--- src/rtl/core/cgl_pkg.sv ---
// ----------------------------------------------------------------------------
// cgl_pkg
// Shared types and constants for the limited cell gradient block.
// ----------------------------------------------------------------------------
package cgl_pkg;

  localparam int MaxFaces = 8;
  localparam int FracBits = 16;
  localparam int FaceIdxW = $clog2(MaxFaces);
  localparam int FaceCntW = $clog2(MaxFaces + 1);

  localparam logic signed [47:0] S48Max = 48'sh7FFF_FFFF_FFFF;
  localparam logic signed [47:0] S48Min = 48'sh8000_0000_0000;
  localparam logic signed [31:0] S32Max = 32'sh7FFF_FFFF;
  localparam logic signed [31:0] S32Min = 32'sh8000_0000;

  // Byte address of the boundary mode register.
  localparam logic [1:0] AddrUseBoundary = 2'b00;

  typedef enum logic [3:0] {
    ST_IDLE,
    ST_MUL,
    ST_DIV,
    ST_ACC,
    ST_GRAD,
    ST_EXT_MUL,
    ST_EXT_SUM,
    ST_LIM_CHK,
    ST_LIM_DIV,
    ST_LIM_MUL,
    ST_DONE
  } cgl_state_t;

  // Commands from the controller to the datapath.
  typedef struct packed {
    logic face_load;   // capture a face and update means
    logic mul_start;   // form phif * area products
    logic div_start;   // start the three divisions
    logic acc;         // add quotients into the sums
    logic grad;        // saturate sums into the gradient
    logic ext_mul;     // multiply gradient by one stored offset
    logic ext_sum;     // add terms and update spread
    logic lim_chk;     // compare spreads
    logic lim_div;     // start the limiter factor division
    logic lim_mul;     // scale the gradient
    logic done;        // drive result and clear cell state
  } cgl_cmd_t;

  // Status from the datapath to the controller.
  typedef struct packed {
    logic div_busy;
    logic last;
    logic ext_last;
    logic limit;
  } cgl_stat_t;

endpackage

--- src/rtl/core/cgl_ctrl.sv ---
// ----------------------------------------------------------------------------
// cgl_ctrl
// Sequencer for face accumulation and the end-of-cell limiter pass.
// ----------------------------------------------------------------------------
module cgl_ctrl import cgl_pkg::*; (
  input  logic      clk,
  input  logic      rst,
  input  logic      start,
  output logic      busy,
  output logic      strobe,
  output cgl_cmd_t  cmd,
  input  cgl_stat_t stat
);

  cgl_state_t state, state_next;

  always_ff @(posedge clk) begin
    if (rst) begin
      state  <= ST_IDLE;
      strobe <= 1'b0;
    end else begin
      state  <= state_next;
      strobe <= (state == ST_DONE);
    end
  end

  // Next state.
  always_comb begin
    state_next = state;
    case (state)
      ST_IDLE:    if (start) state_next = ST_MUL;
      ST_MUL:     state_next = ST_DIV;
      ST_DIV:     state_next = ST_ACC;
      ST_ACC:     if (!stat.div_busy) state_next = stat.last ? ST_GRAD : ST_IDLE;
      ST_GRAD:    state_next = ST_EXT_MUL;
      ST_EXT_MUL: state_next = ST_EXT_SUM;
      ST_EXT_SUM: state_next = stat.ext_last ? ST_LIM_CHK : ST_EXT_MUL;
      ST_LIM_CHK: state_next = ST_LIM_DIV;
      ST_LIM_DIV: state_next = ST_LIM_MUL;
      ST_LIM_MUL: if (!stat.div_busy) state_next = ST_DONE;
      ST_DONE:    state_next = ST_IDLE;
      default:    state_next = ST_IDLE;
    endcase
  end

  // Outputs.
  always_comb begin
    cmd = '0;
    busy = (state != ST_IDLE);
    case (state)
      ST_IDLE:    cmd.face_load = start;
      ST_MUL:     cmd.mul_start = 1'b1;
      ST_DIV:     cmd.div_start = 1'b1;
      ST_ACC:     cmd.acc = !stat.div_busy;
      ST_GRAD:    cmd.grad = 1'b1;
      ST_EXT_MUL: cmd.ext_mul = 1'b1;
      ST_EXT_SUM: cmd.ext_sum = 1'b1;
      ST_LIM_CHK: cmd.lim_chk = 1'b1;
      ST_LIM_DIV: cmd.lim_div = stat.limit;
      ST_LIM_MUL: cmd.lim_mul = !stat.div_busy && stat.limit;
      ST_DONE:    cmd.done = 1'b1;
      default:    cmd = '0;
    endcase
  end

  // The result strobe follows the final step of a cell.
  assert property (@(posedge clk) disable iff (rst) strobe |-> $past(state == ST_DONE))
    else $error("strobe without done step");
  assert property (@(posedge clk) disable iff (rst) cmd.acc |-> !stat.div_busy)
    else $error("accumulate while dividing");
  assert property (@(posedge clk) disable iff (rst) (state == ST_IDLE) |-> !cmd.done)
    else $error("done in idle");

endmodule

--- config.mk ---
export PLATFORM = sky130hd
export DESIGN_NAME = cgl_ctrl
export DESIGN_NICKNAME = d
export VERILOG_FILES = /design/src/rtl/core/cgl_pkg.sv /design/src/rtl/core/cgl_ctrl.sv
export SDC_FILE = /design/constraint.sdc
export NUM_CORES = 1
export LEC_CHECK = 0
export ABC_AREA = 1
export CORE_MARGIN = 2
export CORE_UTILIZATION = 25
export DETAILED_ROUTE_END_ITERATION = 8
export DONT_BUFFER_PORTS = 1
export PLACE_DENSITY = 0.4
export SYNTH_ARGS = -nofsm -noshare
export SYNTH_HDL_FRONTEND = slang
export SYNTH_SLANG_ARGS = --single-unit
--- constraint.sdc ---
create_clock -name clk -period 0.98 [get_ports clk]
set_input_delay 0.147 -clock clk [delete_from_list [all_inputs] [get_ports clk]]
set_output_delay 0.147 -clock clk [all_outputs]
set_load 0.1 [all_outputs]
==> results of run 1 <==
[per-layer routing]
metal / global-route usage (%) / vias to the layer above / share of wire, %
li1: - / 264 / -
met1: 17.3 / 218 / 42
met2: 24.4 / 13 / 53
met3: 5.22 / 0 / 5.0
met4: 7.74 / 0 / 0
met5: 0 / - / 0
[state kept, by name (all words and copies together), names as in the netlist]
signal and cells:
state 4, strobe 1
[stage by stage]
| stage | cell area (sq um) | hold WS, ns |
|---|---|---|
| 4_1_cts | 985 | 0.0806 |
| 6_report | 996 | 0.0840 |
| 5_1_grt | 996 | 0.0839 |
| 3_5_place_dp | 905 | 0.213 |
| 2_1_floorplan | 518 | 0.210 |
| 3_3_place_gp | 905 | 0.213 |
[layout by cell type (no fill, tap or decap), types with 4 or more instances in the layout]
master	netlist	layout
nor2_4	0	8
dfxtp_4	0	4
buf_4	0	17
nor2_1	16	10
inv_1	13	6
nand2_1	8	4
buf_12	0	12
inv_4	0	4
[power groups by stage]
stage	Sequential [mW]	Combinational [mW]	Clock, mW
after global routing	0.255	0.737	0.262
after floorplan	0.263	0.430	0
after CTS	0.251	0.693	0.240
after detailed placement	0.254	0.663	0
after global placement	0.251	0.659	0
final	0.251	0.701	0.230
[layout make-up]
| cell class | instances | area share (%) |
|---|---|---|
| well taps | 15 | 1.88 |
| repair buffers | 32 | 40.2 |
| inverters | 15 | 7.41 |
| clock buffers | 4 | 2.64 |
| multi-input cells | 42 | 36.2 |
| flip-flops and latches | 5 | 11.7 |
[kinds of logic (layout without fill, tap and decap cells)]
group / after synthesis / in the layout / synth area share (%)
AO/OA/AOI/OAI: 4 / 4 / 6.97
buffers and inverters: 15 / 51 / 15.7
flip-flops: 5 / 5 / 27.9
AND/OR/NAND/NOR: 38 / 38 / 49.5
[worst max path at each step]
stage | from | to | cells past startpoint
3_5_place_dp | state[0]$_SDFFE_PP0P_ | cmd[1] | 5
3_3_place_gp | state[0]$_SDFFE_PP0P_ | cmd[1] | 5
2_1_floorplan | state[0]$_SDFFE_PP0P_ | cmd[1] | 4
5_1_grt | state[0]$_SDFFE_PP0P_ | cmd[9] | 6
6_report | state[0]$_SDFFE_PP0P_ | cmd[1] | 5
4_1_cts | state[0]$_SDFFE_PP0P_ | cmd[9] | 6
[worst max-delay path, cell delays in order, from the launching register on]
cell and delay [ns]:
dfxtp_4 0.38, inv_4 0.05, nor2_4 0.10, inv_2 0.06, nor4_4 0.26, buf_12 0.21
[what timing repair did]
action,CTS,global route
gates resized for setup,6,3
hold buffers,1,0
endpoints found under the setup margin,17,17
hold endpoints to repair,4,0
buffers inserted,3,1
pin swaps,6,6
==> run metrics, run 1 <==
Fill cells 96; Max Slew Vio Count 0; Boundary Pins 20; Post-route DRC 0; Synth cell types 13; Row Count 13; register area 116 sq um; HP Start rst; sequential share of power approximately a fifth; Hold WC Path Type input port to flop; PortBufs 0; Mapped Area approximately 360 sq um; sequential area share after synthesis 27.9%; Slew @ Worst Pin 0.258 ns; critical path type flop to output pin; Die ar. 1760 sq um; Period Utilization, post-route 148%; most frequent cell after synthesis nor2_1; Area Growth Syn to Fin 177%; maximum clock rate 692 MHz; Avg Vias per Cell approximately 4.4; Slew headroom 82.7%; non-filler cells, final about 110; final worst slack -0.466 ns; chip height 41.9 um; biggest area consumer among synthesized cells dfxtp_1; worst r2r src state[2]$_SDFFE_PP0P_; Synth area leaders dfxtp_1 (28%), nor2_1 (17%), inv_1 (14%); clock share of power 19.5%; Reg clk slew, reported paths around 0.040 ns; CTS tree yes; NumNets Final 106; Core Util, Final 75.6%; Worst VDD drop 1.17 mV; GPL Wtd Cong 0.863; failing checks setup timing; Post-synth EDFFs 0; Post-DP HPWL 1.01 mm; Avg WL per Cell a little over 10 um; endpoint type of the worst setup path output pin; FF+latch count, synth 5; pre-CTS setup slack -0.277 ns; syn avg cell area 5.79 sq um; WHS Endpoint state[0]$_SDFFE_PP0P_; fraction of layout cells with a size suffix above 1 70.4%; Sw Share 47.0%; P_int 627 uW; Setup TNS -5.65 ns; Initial Util 27.3%; GRT overflow 0; Initial DRC Count 2; minimum clock period 1.45 ns; hold depth 2; total leakage power 0.399 nW; Fin. Hold Viols 0; P_sw 556 uW; Skew-Pair Late Insertion Delay 0.23 ns; CP arrival 1.30 ns; syn nets 69; die width 41.9 um; largest net degree at the start of global routing 7; Final ANT Viol Nets 0; Final setup viols 17; ANT cells 0; Async SR Flop Fraction 0%; clk_skew roughly 0.0021 ns; dpl cells 106; Post-Syn Instances 62; vias around 500; worst reg2reg path depth 9; Main synth FF type dfxtp_1; Pwr Total ~1.2 mW; status finished with violations; Critical R2R Capture state[1]$_SDFFE_PP0P_; R2R setup slack -0.21 ns; Root Driver clkbuf_4; Ys Warns 0; CP Launch Type flop; Max-Cap Viols 0; Core ar. 1320 sq um; Comb pwr share 59.3%; CTS Buf Count 3; H-tree Lvls 1; clk sinks 5; Multi-input gate area 360 sq um; gr usage total 15.1%; initial antenna violation count 0; Required @ worst endpoint 0.83 ns; crit path max fanout 6; first-pass GRT wire length 1.99 mm; unrepaired setup endpoints after global routing yes; Commonest cells post-synth nor2_1 (16), inv_1 (13), nand2_1 (8); post-synth top area share 27.9%; cell area power density about 1200 nW/um^2; drt pass-1 iters 2; vias in the first global route between 400 and 500; final wirelength 1.17 mm; Max clock buf depth 2
(Power assumes the default switching activity.)
==> run 2: changes to the inputs <==
--- a/config.mk
+++ b/config.mk
@@ -11,6 +11,7 @@
 export DETAILED_ROUTE_END_ITERATION = 8
 export DONT_BUFFER_PORTS = 1
 export PLACE_DENSITY = 0.4
+export SKIP_LAST_GASP = 1
 export SYNTH_ARGS = -nofsm -noshare
 export SYNTH_HDL_FRONTEND = slang
 export SYNTH_SLANG_ARGS = --single-unit
==> run 2 against run 1 <==
  * The run still ends with setup timing left
  * Design area rose by 1.9%
  * Clock power hardly changed
  * Flip-flop and latch count unchanged
  * Hold slack lost 0.0033 ns
  * Fmax decreased by 0.74%
  * Register-to-register slack worse by 0.05 ns
  * Setup slack got worse by 0.011 ns
  * Utilization is 1.4 points higher
  * Count of clock-buffer cells in the layout unchanged
  * Largest cell class unchanged
==> run metrics, run 2 (synthesized netlist as in run 1, its figures left out) <==
initial antenna violation count 0 (unchanged); Boundary Pins 20 (unchanged); pre-CTS setup slack -0.277 ns (unchanged); Root Driver clkbuf_4; die width 41.9 um (unchanged); Largest Register state; Slew @ Worst Pin 0.260 ns (+0.00128 ns); family with the most delay on the worst path buffers and inverters; Buf/Inv on CP 4 (+1); Setup TNS -5.89 ns (-0.239 ns); Max-Cap Viols 0 (unchanged); critical path type flop to output pin; Initial Util 27.3% (unchanged); Initial DRC Count 4 (+2); Critical path destination cmd[9]; Max clock buf depth 2 (unchanged); chip height 41.9 um (unchanged); minimum clock period 1.46 ns (+0.0107 ns); Required @ worst endpoint 0.83 ns (about the same); Slew headroom 82.6% (-0.086 points); total leakage power 0.411 nW (+3.1%); cell area power density 1200 nW/um^2 (+1.2%); fraction of layout cells with a size suffix above 1 73.0% (+2.6 points); Hold WC Path Type input port to flop; ANT cells 0 (unchanged); slowest cell on the critical path dfxtp_4; PortBufs 0 (unchanged); endpoint type of the worst setup path output pin; Core ar. 1320 sq um (unchanged); Worst path max stage delay 0.38 ns (about the same); unrepaired setup endpoints after global routing yes; worst r2r src state[0]$_SDFFE_PP0P_; NumNets Final 108 (+1.9%); Final ANT Viol Nets 0 (unchanged); critical path depth in cells 6 (+1); status finished with violations; Max Slew Vio Count 0 (unchanged); final wirelength 1.20 mm (+2.7%); most frequent cells in the layout buf_4 (18), buf_12 (12), nor2_1 (9), nor2_4 (7), inv_1 (6); gr usage total 15.1% (unchanged); clk sinks 5 (unchanged); Final setup viols 17 (unchanged); GPL Wtd Cong 0.863 (unchanged); Avg Vias per Cell 4.45 (+1.6%); CTS Buf Count 3 (unchanged); biggest regs state: 4 flops, strobe: 1 flops; final worst slack -0.477 ns (-0.0107 ns); Worst VDD drop 1.23 mV (+4.9%); first-pass GRT wire length 1.99 mm (unchanged); CP arrival 1.31 ns (about the same); clk_skew 0.00196 ns (-0.000140 ns); Skew-Pair Late Insertion Delay 0.23 ns (about the same); worst reg2reg path depth 7 (-2); Period Utilization, post-route 149% (+1.1 points); most common cell after layout, fill and taps aside buf_4; Row Count 13 (unchanged); Area Growth Syn to Fin 183%; vias in the first global route 500 (+0.20%); Critical R2R Capture state[1]$_SDFFE_PP0P_; Post-route DRC 0 (unchanged); largest net degree at the start of global routing 7 (unchanged); GRT overflow 0 (unchanged); Post-DP HPWL 1.01 mm (unchanged); drt pass-1 iters 4 (+2); Reg clk slew, reported paths 0.04 ns (about the same); Fin. Hold Viols 0 (unchanged); CP Cell Sequence inv_4, nor2_4, inv_2, buf_6, nor3_4, buf_12; CTS tree yes; Avg WL per Cell 10.4 um (+0.96%); max FFs per register 4 (unchanged); vias 512 (+3.4%); crit path max fanout 5 (-1); Die ar. 1760 sq um (unchanged); failing checks setup timing; R2R setup slack -0.26 ns (-0.05 ns); H-tree Lvls 1 (unchanged); Worst Setup SP state[0]$_SDFFE_PP0P_; CP Launch Type flop; maximum clock rate 686 MHz (-0.74%)
## run 2: cell count changes in the layout (fill, tap and decap cells not counted)
| cell | before | now |
|---|---|---|
| nor2_1 | 10 | 9 |
| inv_2 | 3 | 4 |
| buf_4 | 17 | 18 |
| buf_6 | 2 | 3 |
| a211oi_2 | 0 | 1 |
| nor2_4 | 8 | 7 |
| nor2_2 | 1 | 3 |
| inv_4 | 4 | 3 |
| a211oi_1 | 1 | 0 |
## run 2: repair_timing
| item | in CTS | in global routing |
|---|---|---|
| hold endpoints to repair | 4 | 0 |
| gates cloned | 0 | 0 |
| gates resized for setup | 5 | 5 |
| endpoints found under the setup margin | 17 | 17 |
| buffers inserted | 3 | 2 |
| pin swaps | 6 | 5 |
| hold buffers | 1 | 0 |
## run 2: metrics by stage
step	util [%]	hold WS [ns]	instances	cell area, sq um	total power, mW
2_1_floorplan	-	0.210	62	518	0.694
3_3_place_gp	68.7	0.213	106	905	0.910
3_5_place_dp	68.7	0.213	106	905	0.917
4_1_cts	74.5	0.0806	113	982	1.18
5_1_grt	77.0	0.0839	115	1010	1.29
6_report	77.0	0.0807	115	1010	1.22
## run 2: cell type report
class | count | area [sq um]
sequential | 5 | 116
timing repair buffer | 34 | 419
inverter | 15 | 71.3
multi-input combinational | 42 | 363
tap | 15 | 18.8
clock buffer | 4 | 26.3
fill | 92 | 303
## run 2: worst min-delay path by stage
| stage | from | to | slack [ns] | cells after the start |
|---|---|---|---|---|
| 6_report | rst | state[0]$_SDFFE_PP0P_ | 0.08 | 2 |
| 5_1_grt | rst | state[0]$_SDFFE_PP0P_ | 0.08 | 2 |
| 4_1_cts | rst | state[0]$_SDFFE_PP0P_ | 0.08 | 2 |
| 3_5_place_dp | rst | state[3]$_SDFFE_PP0P_ | 0.21 | 1 |
| 3_3_place_gp | rst | state[3]$_SDFFE_PP0P_ | 0.21 | 1 |
| 2_1_floorplan | rst | state[1]$_SDFFE_PP0P_ | 0.21 | 1 |
## run 2: worst reg2reg max path, cell delays in order (launching register included)
cell and delay (ns):
dfxtp_4 0.36, buf_4 0.14, nor2_2 0.17, nand3_1 0.15
nand3_4 0.13, nor2_1 0.06, nor2_1 0.09, nor2_1 0.04
## run 2: per-layer routing
metal,routed length [um],global-route usage [%],up-vias
li1,-,-,269
met1,506,17.3,228
met2,627,24.4,15
met3,65,5.22,0
met4,0,7.74,0
met5,0,0,-
## run 2: report_power, final
part	internal [mW]	switching, mW	total, mW	leakage (nW)
Clock	0.153	0.0770	0.230	0.0150
Sequential	0.219	0.0309	0.250	0.0441
Combinational	0.284	0.456	0.740	0.352
Total	0.656	0.564	1.22	0.411
